--- config.mk ---
export PLATFORM = sky130hd
export DESIGN_NAME = per_host_priority_slot_limiter
export DESIGN_NICKNAME = d
export VERILOG_FILES = /design/src/rtl/phl_pkg.sv /design/src/rtl/phl_ram.sv /design/src/rtl/per_host_priority_slot_limiter.sv
export SDC_FILE = /design/constraint.sdc
export NUM_CORES = 2
export LEC_CHECK = 0
export BUFFER_PORTS_ARGS = -buffer_cell sky130_fd_sc_hd__buf_2
export CORE_MARGIN = 1
export CORE_UTILIZATION = 55
export DETAILED_ROUTE_END_ITERATION = 8
export PLACE_DENSITY_LB_ADDON = 0.08
export SYNTH_ARGS = -nofsm -noshare
export SYNTH_HDL_FRONTEND = slang
export SYNTH_HIERARCHICAL = 1
export SYNTH_SLANG_ARGS = --single-unit
--- constraint.sdc ---
create_clock -name aclk -period 6.9 [get_ports aclk]
set_clock_uncertainty 0.15 [all_clocks]
set_input_delay 0.69 -clock aclk [delete_from_list [all_inputs] [get_ports aclk]]
set_output_delay 0.69 -clock aclk [all_outputs]
set_load 0.05 [all_outputs]
--- src/rtl/phl_pkg.sv ---
// ----------------------------------------------------------------------------
// phl_pkg
// Status codes, reset max_active value and command code of the per-host slot limiter.
// ----------------------------------------------------------------------------
`default_nettype none
package phl_pkg;
    localparam logic [2:0] ST_GRANTED = 3'd0;
    localparam logic [2:0] ST_QUEUED  = 3'd1;
    localparam logic [2:0] ST_HANDED  = 3'd2;
    localparam logic [2:0] ST_FREED   = 3'd3;
    localparam logic [2:0] ST_IGNORED = 3'd4;
    localparam logic [2:0] ST_FULL    = 3'd5;
    localparam logic [3:0] MAX_ACTIVE_RESET = 4'd6;
    localparam logic       CMD_ACQUIRE = 1'b0;
endpackage
`default_nettype wire

--- src/rtl/phl_ram.sv ---
// ----------------------------------------------------------------------------
// phl_ram
// Generic single-port write, single-port read RAM with registered read.
// ----------------------------------------------------------------------------
`default_nettype none
module phl_ram #(
    parameter int WIDTH = 8,
    parameter int DEPTH = 16
) (
    input  wire logic                     aclk,
    input  wire logic                     we,
    input  wire logic [$clog2(DEPTH)-1:0] waddr,
    input  wire logic [WIDTH-1:0]         wdata,
    input  wire logic [$clog2(DEPTH)-1:0] raddr,
    output logic      [WIDTH-1:0]         rdata
);
    logic [WIDTH-1:0] mem [DEPTH];
    always_ff @(posedge aclk) begin
        if (we) begin
            mem[waddr] <= wdata;
        end
        rdata <= mem[raddr];
    end
endmodule
`default_nettype wire

--- src/rtl/per_host_priority_slot_limiter.sv ---
// ----------------------------------------------------------------------------
// per_host_priority_slot_limiter
// Per-host counting semaphore with a shared priority waiting table.
// ----------------------------------------------------------------------------
// Each transaction takes its result from one pass through the state RAMs. An
// acquire, or a release that finds a zero count, passes through S_RDCNT and
// S_DEC to S_OUT, where its result waits for m_ready. Any other release walks
// the waiting-table RAM one entry a cycle in S_SCAN, then passes through
// S_DONE to S_OUT. Only one transaction is in the block at a time, and a
// result held off by m_ready stalls the input. Active counts live in one RAM
// of HOSTS entries, waiter records in one RAM of WAIT_SLOTS entries; a
// clearing pass over all HOSTS entries after reset zeroes the count RAM before
// the first transaction is accepted.
`default_nettype none
module per_host_priority_slot_limiter
    import phl_pkg::*;
#(
    parameter int HOSTS      = 16,
    parameter int WAIT_SLOTS = 32
) (
    input  wire logic       aclk,
    input  wire logic       aresetn,
    input  wire logic       cfg_we,
    input  wire logic [3:0] cfg_wdata,
    input  wire logic       s_valid,
    output logic            s_ready,
    input  wire logic       s_command,
    input  wire logic [3:0] s_host_index,
    input  wire logic [1:0] s_priority_req,
    input  wire logic [7:0] s_request_tag,
    output logic            m_valid,
    input  wire logic       m_ready,
    output logic [2:0]      m_status,
    output logic [7:0]      m_woken_tag,
    output logic [3:0]      m_active_after
);
    localparam int HW = (HOSTS > 1) ? $clog2(HOSTS) : 1;
    localparam int WW = $clog2(WAIT_SLOTS);
    localparam int RW = 4 + 2 + 64 + 8;   // host, priority, order, tag

    localparam logic [2:0] S_CLEAR = 3'd0;
    localparam logic [2:0] S_IDLE  = 3'd1;
    localparam logic [2:0] S_RDCNT = 3'd2;
    localparam logic [2:0] S_DEC   = 3'd3;
    localparam logic [2:0] S_SCAN  = 3'd4;
    localparam logic [2:0] S_DONE  = 3'd5;
    localparam logic [2:0] S_OUT   = 3'd6;

    // host index wrapped into range, as a small constant table
    function automatic logic [3:0] host_wrap(input logic [3:0] h);
        logic [3:0] r;
        r = '0;
        for (int i = 0; i < 16; i++) begin
            if (h == 4'(i)) r = 4'(i % HOSTS);
        end
        return r;
    endfunction

    logic [2:0]      state_reg, state_next;
    logic [3:0]      max_reg;
    logic [HW-1:0]   clr_reg;
    logic            cmd_reg;
    logic [HW-1:0]   host_reg;
    logic [3:0]      host_raw_reg;
    logic [1:0]      prio_reg;
    logic [7:0]      tag_reg;
    logic [3:0]      cnt_reg;
    logic [WAIT_SLOTS-1:0] valid_reg;
    logic [WW:0]     scan_reg;      // address issued
    logic            rd_ok_reg;     // RAM data valid for entry scan_reg-1
    logic [WW-1:0]   rd_idx_reg;
    logic            found_reg;
    logic [WW-1:0]   best_reg;
    logic [1:0]      best_prio_reg;
    logic [63:0]     best_order_reg;
    logic [7:0]      best_tag_reg;
    logic [63:0]     arrival_reg;

    // count RAM
    logic            c_we;
    logic [HW-1:0]   c_waddr;
    logic [3:0]      c_wdata, c_rdata;
    phl_ram #(.WIDTH(4), .DEPTH(HOSTS)) u_cnt (
        .aclk(aclk), .we(c_we), .waddr(c_waddr), .wdata(c_wdata),
        .raddr(host_reg), .rdata(c_rdata));

    // waiter RAM
    logic            w_we;
    logic [WW-1:0]   w_waddr;
    logic [RW-1:0]   w_rdata;
    logic [WW-1:0]   free_idx;
    logic            free_ok;
    phl_ram #(.WIDTH(RW), .DEPTH(WAIT_SLOTS)) u_wait (
        .aclk(aclk), .we(w_we), .waddr(w_waddr),
        .wdata({host_raw_reg, prio_reg, arrival_reg, tag_reg}),
        .raddr(scan_reg[WW-1:0]), .rdata(w_rdata));

    // lowest free entry, priority encoder over valid flops
    always_comb begin
        free_ok  = 1'b0;
        free_idx = '0;
        for (int i = WAIT_SLOTS - 1; i >= 0; i--) begin
            if (!valid_reg[i]) begin
                free_ok  = 1'b1;
                free_idx = WW'(i);
            end
        end
    end

    logic [3:0]  e_host;
    logic [1:0]  e_prio;
    logic [63:0] e_order;
    logic [7:0]  e_tag;
    logic        e_better;
    assign {e_host, e_prio, e_order, e_tag} = w_rdata;
    assign e_better = rd_ok_reg && valid_reg[rd_idx_reg] && e_host == host_raw_reg &&
        (!found_reg || e_prio < best_prio_reg ||
         (e_prio == best_prio_reg && e_order < best_order_reg));

    // count RAM data is valid during S_DEC
    logic grant;
    assign grant = c_rdata < max_reg;

    assign s_ready = state_reg == S_IDLE;

    always_comb begin
        state_next = state_reg;
        c_we = 1'b0; c_waddr = host_reg; c_wdata = cnt_reg;
        w_we = 1'b0; w_waddr = free_idx;
        case (state_reg)
            S_CLEAR: begin
                c_we = 1'b1; c_waddr = clr_reg; c_wdata = '0;
                if (clr_reg == HW'(HOSTS - 1)) state_next = S_IDLE;
            end
            S_IDLE:  if (s_valid) state_next = S_RDCNT;
            S_RDCNT: state_next = S_DEC;
            S_DEC: begin
                if (cmd_reg == CMD_ACQUIRE) begin
                    if (grant) begin
                        c_we = 1'b1; c_wdata = c_rdata + 4'd1;
                        state_next = S_OUT;
                    end else begin
                        if (free_ok) w_we = 1'b1;
                        state_next = S_OUT;
                    end
                end else if (c_rdata == 4'd0) begin
                    state_next = S_OUT;
                end else begin
                    state_next = S_SCAN;
                end
            end
            S_SCAN: if (scan_reg == (WW+1)'(WAIT_SLOTS) && rd_ok_reg) state_next = S_DONE;
            S_DONE: begin
                if (!found_reg) begin
                    c_we = 1'b1; c_wdata = cnt_reg - 4'd1;
                end
                state_next = S_OUT;
            end
            S_OUT:   if (m_ready) state_next = S_IDLE;
            default: state_next = S_IDLE;
        endcase
    end

    always_ff @(posedge aclk) begin
        if (!aresetn) begin
            state_reg   <= S_CLEAR;
            max_reg     <= MAX_ACTIVE_RESET;
            clr_reg     <= '0;
            valid_reg   <= '0;
            arrival_reg <= '0;
            m_valid     <= 1'b0;
        end else begin
            state_reg <= state_next;
            if (cfg_we) max_reg <= cfg_wdata;
            if (state_reg == S_CLEAR) clr_reg <= clr_reg + HW'(1);
            case (state_reg)
                S_IDLE: if (s_valid) begin
                    cmd_reg      <= s_command;
                    host_reg     <= HW'(host_wrap(s_host_index));
                    host_raw_reg <= host_wrap(s_host_index);
                    prio_reg     <= s_priority_req;
                    tag_reg      <= s_request_tag;
                end
                S_RDCNT: ;
                S_DEC: begin
                    cnt_reg   <= c_rdata;
                    scan_reg  <= '0;
                    rd_ok_reg <= 1'b0;
                    found_reg <= 1'b0;
                end
                S_SCAN: begin
                    if (scan_reg != (WW+1)'(WAIT_SLOTS)) scan_reg <= scan_reg + (WW+1)'(1);
                    rd_ok_reg  <= scan_reg != (WW+1)'(WAIT_SLOTS);
                    rd_idx_reg <= scan_reg[WW-1:0];
                    if (e_better) begin
                        found_reg      <= 1'b1;
                        best_reg       <= rd_idx_reg;
                        best_prio_reg  <= e_prio;
                        best_order_reg <= e_order;
                        best_tag_reg   <= e_tag;
                    end
                end
                default: ;
            endcase
            // result and state update
            if (state_reg == S_DEC) begin
                m_woken_tag <= '0;
                if (cmd_reg == CMD_ACQUIRE) begin
                    if (grant) begin
                        m_status <= ST_GRANTED; m_active_after <= c_rdata + 4'd1;
                    end else if (free_ok) begin
                        m_status <= ST_QUEUED; m_active_after <= c_rdata;
                        valid_reg[free_idx] <= 1'b1;
                        arrival_reg <= arrival_reg + 64'd1;
                    end else begin
                        m_status <= ST_FULL; m_active_after <= c_rdata;
                    end
                    m_valid <= 1'b1;
                end else if (c_rdata == 4'd0) begin
                    m_status <= ST_IGNORED; m_active_after <= '0;
                    m_valid <= 1'b1;
                end
            end
            if (state_reg == S_DONE) begin
                if (found_reg) begin
                    valid_reg[best_reg] <= 1'b0;
                    m_status <= ST_HANDED; m_woken_tag <= best_tag_reg;
                    m_active_after <= cnt_reg;
                end else begin
                    m_status <= ST_FREED; m_woken_tag <= '0;
                    m_active_after <= cnt_reg - 4'd1;
                end
                m_valid <= 1'b1;
            end
            if (state_reg == S_OUT && m_ready) m_valid <= 1'b0;
        end
    end
endmodule
`default_nettype wire

==> flow_summary.json <==
{
  "floorplan.die_area_mm2": 0.2037,
  "grt_pass1_vias": 57180,
  "power_switching_share_pct": 18.95,
  "run_status": "complete, no violations",
  "min_path_type": "register to register",
  "synth_enable_flop_cells": 2686,
  "clock_tree_from_tritoncts": "yes",
  "post_cts_resize_count": 0,
  "worst_path_dominant_cell_family": "simple AND/OR/NAND/NOR gates",
  "cellInternalPower_mw": 27.73,
  "top_register": "u_wait/mem",
  "via_count": 58140,
  "cts-htree-levels": 5,
  "synth.largest_area_cell": "sky130_fd_sc_hd__edfxtp_1",
  "final.setup.tns_ns": 0,
  "max-clock-path-buffers": 4,
  "worstPathRequired_ns": 7.30,
  "viasPerCell": 6.449,
  "registers_with_the_most_flip_flops": "u_wait/mem (2496), u_wait/rdata (78)",
  "pin_count_of_the_biggest_net_entering_global_routing": 103,
  "async_reset_ff_share_pct": 0,
  "seqPwrFrac_pct": 54.9,
  "power.density_mw_per_mm2": 274.1,
  "power.static_leakage_nw": 44.85,
  "yosys_warnings": 6,
  "cpPeakStageDelay_ns": 0.93,
  "final_min_period_over_clock_period_pct": 79.35,
  "core_ar_mm2": 0.2003,
  "netSwitchingPower_mw": 6.482,
  "globalplace.congestion": 0.8369,
  "timing_worst_slew_pin_value_ns": 1.334,
  "dr.max_layer_used": "met5",
  "post_synth_most_frequent_cells": "sky130_fd_sc_hd__edfxtp_1, sky130_fd_sc_hd__mux2i_1, sky130_fd_sc_hd__a22oi_1",
  "place.detailed.hpwl_mm": 163.8,
  "power.share.combinational_pct": 0.2,
  "flow.area_growth_from_synthesis_pct": 12.37,
  "critPathCaptureType": "register",
  "number_of_primary_i_o_pins": 41,
  "design_power_total_mw": 34.21,
  "synth_top_area_share_pct": 72.62,
  "first_pass_iters": 6,
  "synth_area_leaders": "sky130_fd_sc_hd__edfxtp_1, sky130_fd_sc_hd__mux4_2, sky130_fd_sc_hd__mux2i_1",
  "timing.critical_path.from_type": "register",
  "floorplan.initialDensity_pct": 55.46,
  "critical_path.max_fanout": 32,
  "synth_most_common_cell": "sky130_fd_sc_hd__edfxtp_1",
  "synth.avg_cell_area_um2": 18.91,
  "critical_path_buf_inv_count": 3,
  "setup_repair_after_global_routing_missed_its_margin": "false",
  "netlist_instances": 5873,
  "power_frac_clock_pct": 44.8,
  "dr.first_iter.drc_count": 7031,
  "wl_met1_mm": 120.6,
  "ys_seq_elements": 2876,
  "worst_path_max_delay_cell": "sky130_fd_sc_hd__nand3b_1",
  "setup_viol": 0,
  "clkSinkCount": 2876,
  "drv.max_cap_violation_count": 0,
  "largest_register_ffs": 2496,
  "dominantRegCellSynth": "sky130_fd_sc_hd__edfxtp_1",
  "cts_inserted_buffers": 304,
  "wl_per_cell_um": 31.52,
  "minimum_period_implied_by_the_final_worst_setup_slack_ns": 5.475,
  "worst_skew_pair_later_pin_latency_ns": 0.96,
  "wire_length_of_the_first_global_routing_pass_mm": 409.4,
  "port_buffer_count": 40,
  "synth_nets": 5972,
  "mappedNetlistArea_mm2": 0.1111,
  "cts_hold_repair.buffers": 29,
  "clk_pin_slew_ns": 0.06,
  "fillers": 14140,
  "timing.critical_path.cells": "inv_1, o221ai_1, a31o_2, a211oi_1, o311a_1, o21ai_2, clkinv_1, nand3b_1, nor2_4, buf_4",
  "nets_finish": 6239,
  "critical_path_arrival_ns": 5.87,
  "slew_headroom_pct": 10.33,
  "residual_drc": 0,
  "synthDistinctLibCells": 77,
  "global_route.usage.total_pct": 28.01,
  "report.final.slew_viol_count": 0,
  "synth.yosys.seq_area_share_pct": 76.05,
  "post_cts_buffers": 0,
  "routed_wl_mm": 284.1,
  "floorplan.die.width_um": 451.4,
  "criticalPathCategory": "register to register",
  "die_h_um": 451.4,
  "layout-drive-gt1-share_pct": 16.49,
  "drt.antenna.violating_nets": 0,
  "global_route.overflow_total": 0,
  "row_count": 164,
  "grt_antenna_before_repair": 16,
  "root_buffer": "sky130_fd_sc_hd__clkbuf_16",
  "highest_attainable_clock_frequency_mhz": 182.7,
  "final_hold_viol_count": 0,
  "dr_wl_met3_mm": 19.93,
  "wl_met2_mm": 137.2,
  "max-vdd-ir-drop_mv": 0.2839
}
## final cells by class
class                      count  area (um2)  area share (%)
antenna                        2       5.005        0.004010
clock buffer                 400        8269           6.626
clock inverter               122       939.7          0.7529
inverter                     104       391.6          0.3138
multi-input combinational   2585       25050           20.07
sequential                  2876       84460           67.68
tap                         2656        3323           2.663
timing repair buffer         269        2367           1.897
## worst paths after layout
check	from	end	slack, ns	cells after the start
setup / recovery	valid_reg[27]	u_wait/mem[30][4]	1.43	10
hold reg to reg	u_wait/rdata[6]	best_tag_reg[6]	0.25	0
hold / removal	u_wait/rdata[6]	best_tag_reg[6]	0.25	0
setup reg to reg	valid_reg[27]	u_wait/mem[30][4]	1.43	10
## power by group through the flow
stage               Sequential, mW  Clock, mW  Combinational, mW
finish                        18.8       15.3             0.0779
global route                  18.8       16.2             0.0847
CTS                           18.8       15.6             0.0772
detailed placement            19.2          0             0.0641
global placement              19.2          0             0.0641
floorplan                     19.2          0             0.0411
## placed cells by master (no fill, tap or decap), types with 31 or more instances in the layout
cell type / netlist / layout
sky130_fd_sc_hd__edfxtp_1: 2686 / 2686
sky130_fd_sc_hd__mux2i_1: 632 / 632
sky130_fd_sc_hd__a22oi_1: 426 / 426
sky130_fd_sc_hd__mux4_2: 323 / 323
sky130_fd_sc_hd__clkbuf_16: 0 / 313
sky130_fd_sc_hd__nand3_1: 199 / 199
sky130_fd_sc_hd__dfxtp_1: 190 / 188
sky130_fd_sc_hd__buf_4: 29 / 170
sky130_fd_sc_hd__nor2_1: 141 / 106
sky130_fd_sc_hd__inv_1: 102 / 102
sky130_fd_sc_hd__nand4_1: 94 / 94
sky130_fd_sc_hd__nand2_1: 85 / 85
sky130_fd_sc_hd__clkbuf_1: 145 / 76
sky130_fd_sc_hd__ha_1: 75 / 75
sky130_fd_sc_hd__o21ai_0: 66 / 65
sky130_fd_sc_hd__a21oi_1: 62 / 62
sky130_fd_sc_hd__clkinv_1: 2 / 53
sky130_fd_sc_hd__a31oi_1: 47 / 47
sky130_fd_sc_hd__clkinv_2: 0 / 47
sky130_fd_sc_hd__a22o_1: 43 / 43
sky130_fd_sc_hd__buf_2: 112 / 40
sky130_fd_sc_hd__nor2_4: 0 / 35
sky130_fd_sc_hd__xnor2_1: 33 / 33
sky130_fd_sc_hd__or3_1: 32 / 32
sky130_fd_sc_hd__nor3_1: 31 / 31
## metal layers
| metal | track usage, % | vias to the layer above |
|---|---|---|
| met5 | 0 | - |
| met4 | 7.100 | 4 |
| met3 | 3.976 | 412 |
| met2 | 44.78 | 2290 |
| met1 | 40.97 | 30860 |
| li1 | - | 24570 |
## metrics by stage
| stage | hold WS (ns) | setup slack (ns) | std cells | cell area, um2 | utilization (%) |
|---|---|---|---|---|---|
| 2_1_floorplan | 0.2355 | 0.4590 | 5873 | 111100 | - |
| 3_3_place_gp | 0.2402 | 1.530 | 8461 | 115300 | 57.57 |
| 3_5_place_dp | 0.2476 | 1.502 | 8461 | 115300 | 57.57 |
| 4_1_cts | 0.2275 | 1.502 | 9012 | 124800 | 62.32 |
| 5_1_grt | 0.2662 | 1.376 | 9013 | 124800 | 62.32 |
| 6_report | 0.2477 | 1.425 | 9014 | 124800 | 62.32 |
## kinds of logic (layout without fill, tap and decap cells)
group / count (synthesis) / in the layout / synth area share (%)
flops: 2876 / 2876 / 76.05
mux: 973 / 973 / 12.62
compound gates: 757 / 757 / 4.897
simple gates: 726 / 726 / 3.444
buf+inv: 412 / 895 / 1.726
fa+ha+maj: 75 / 75 / 0.8449
xor+xnor: 54 / 54 / 0.4258
other cells: 0 / 2 / 0
Note: power is estimated with default switching activity, not from simulation.
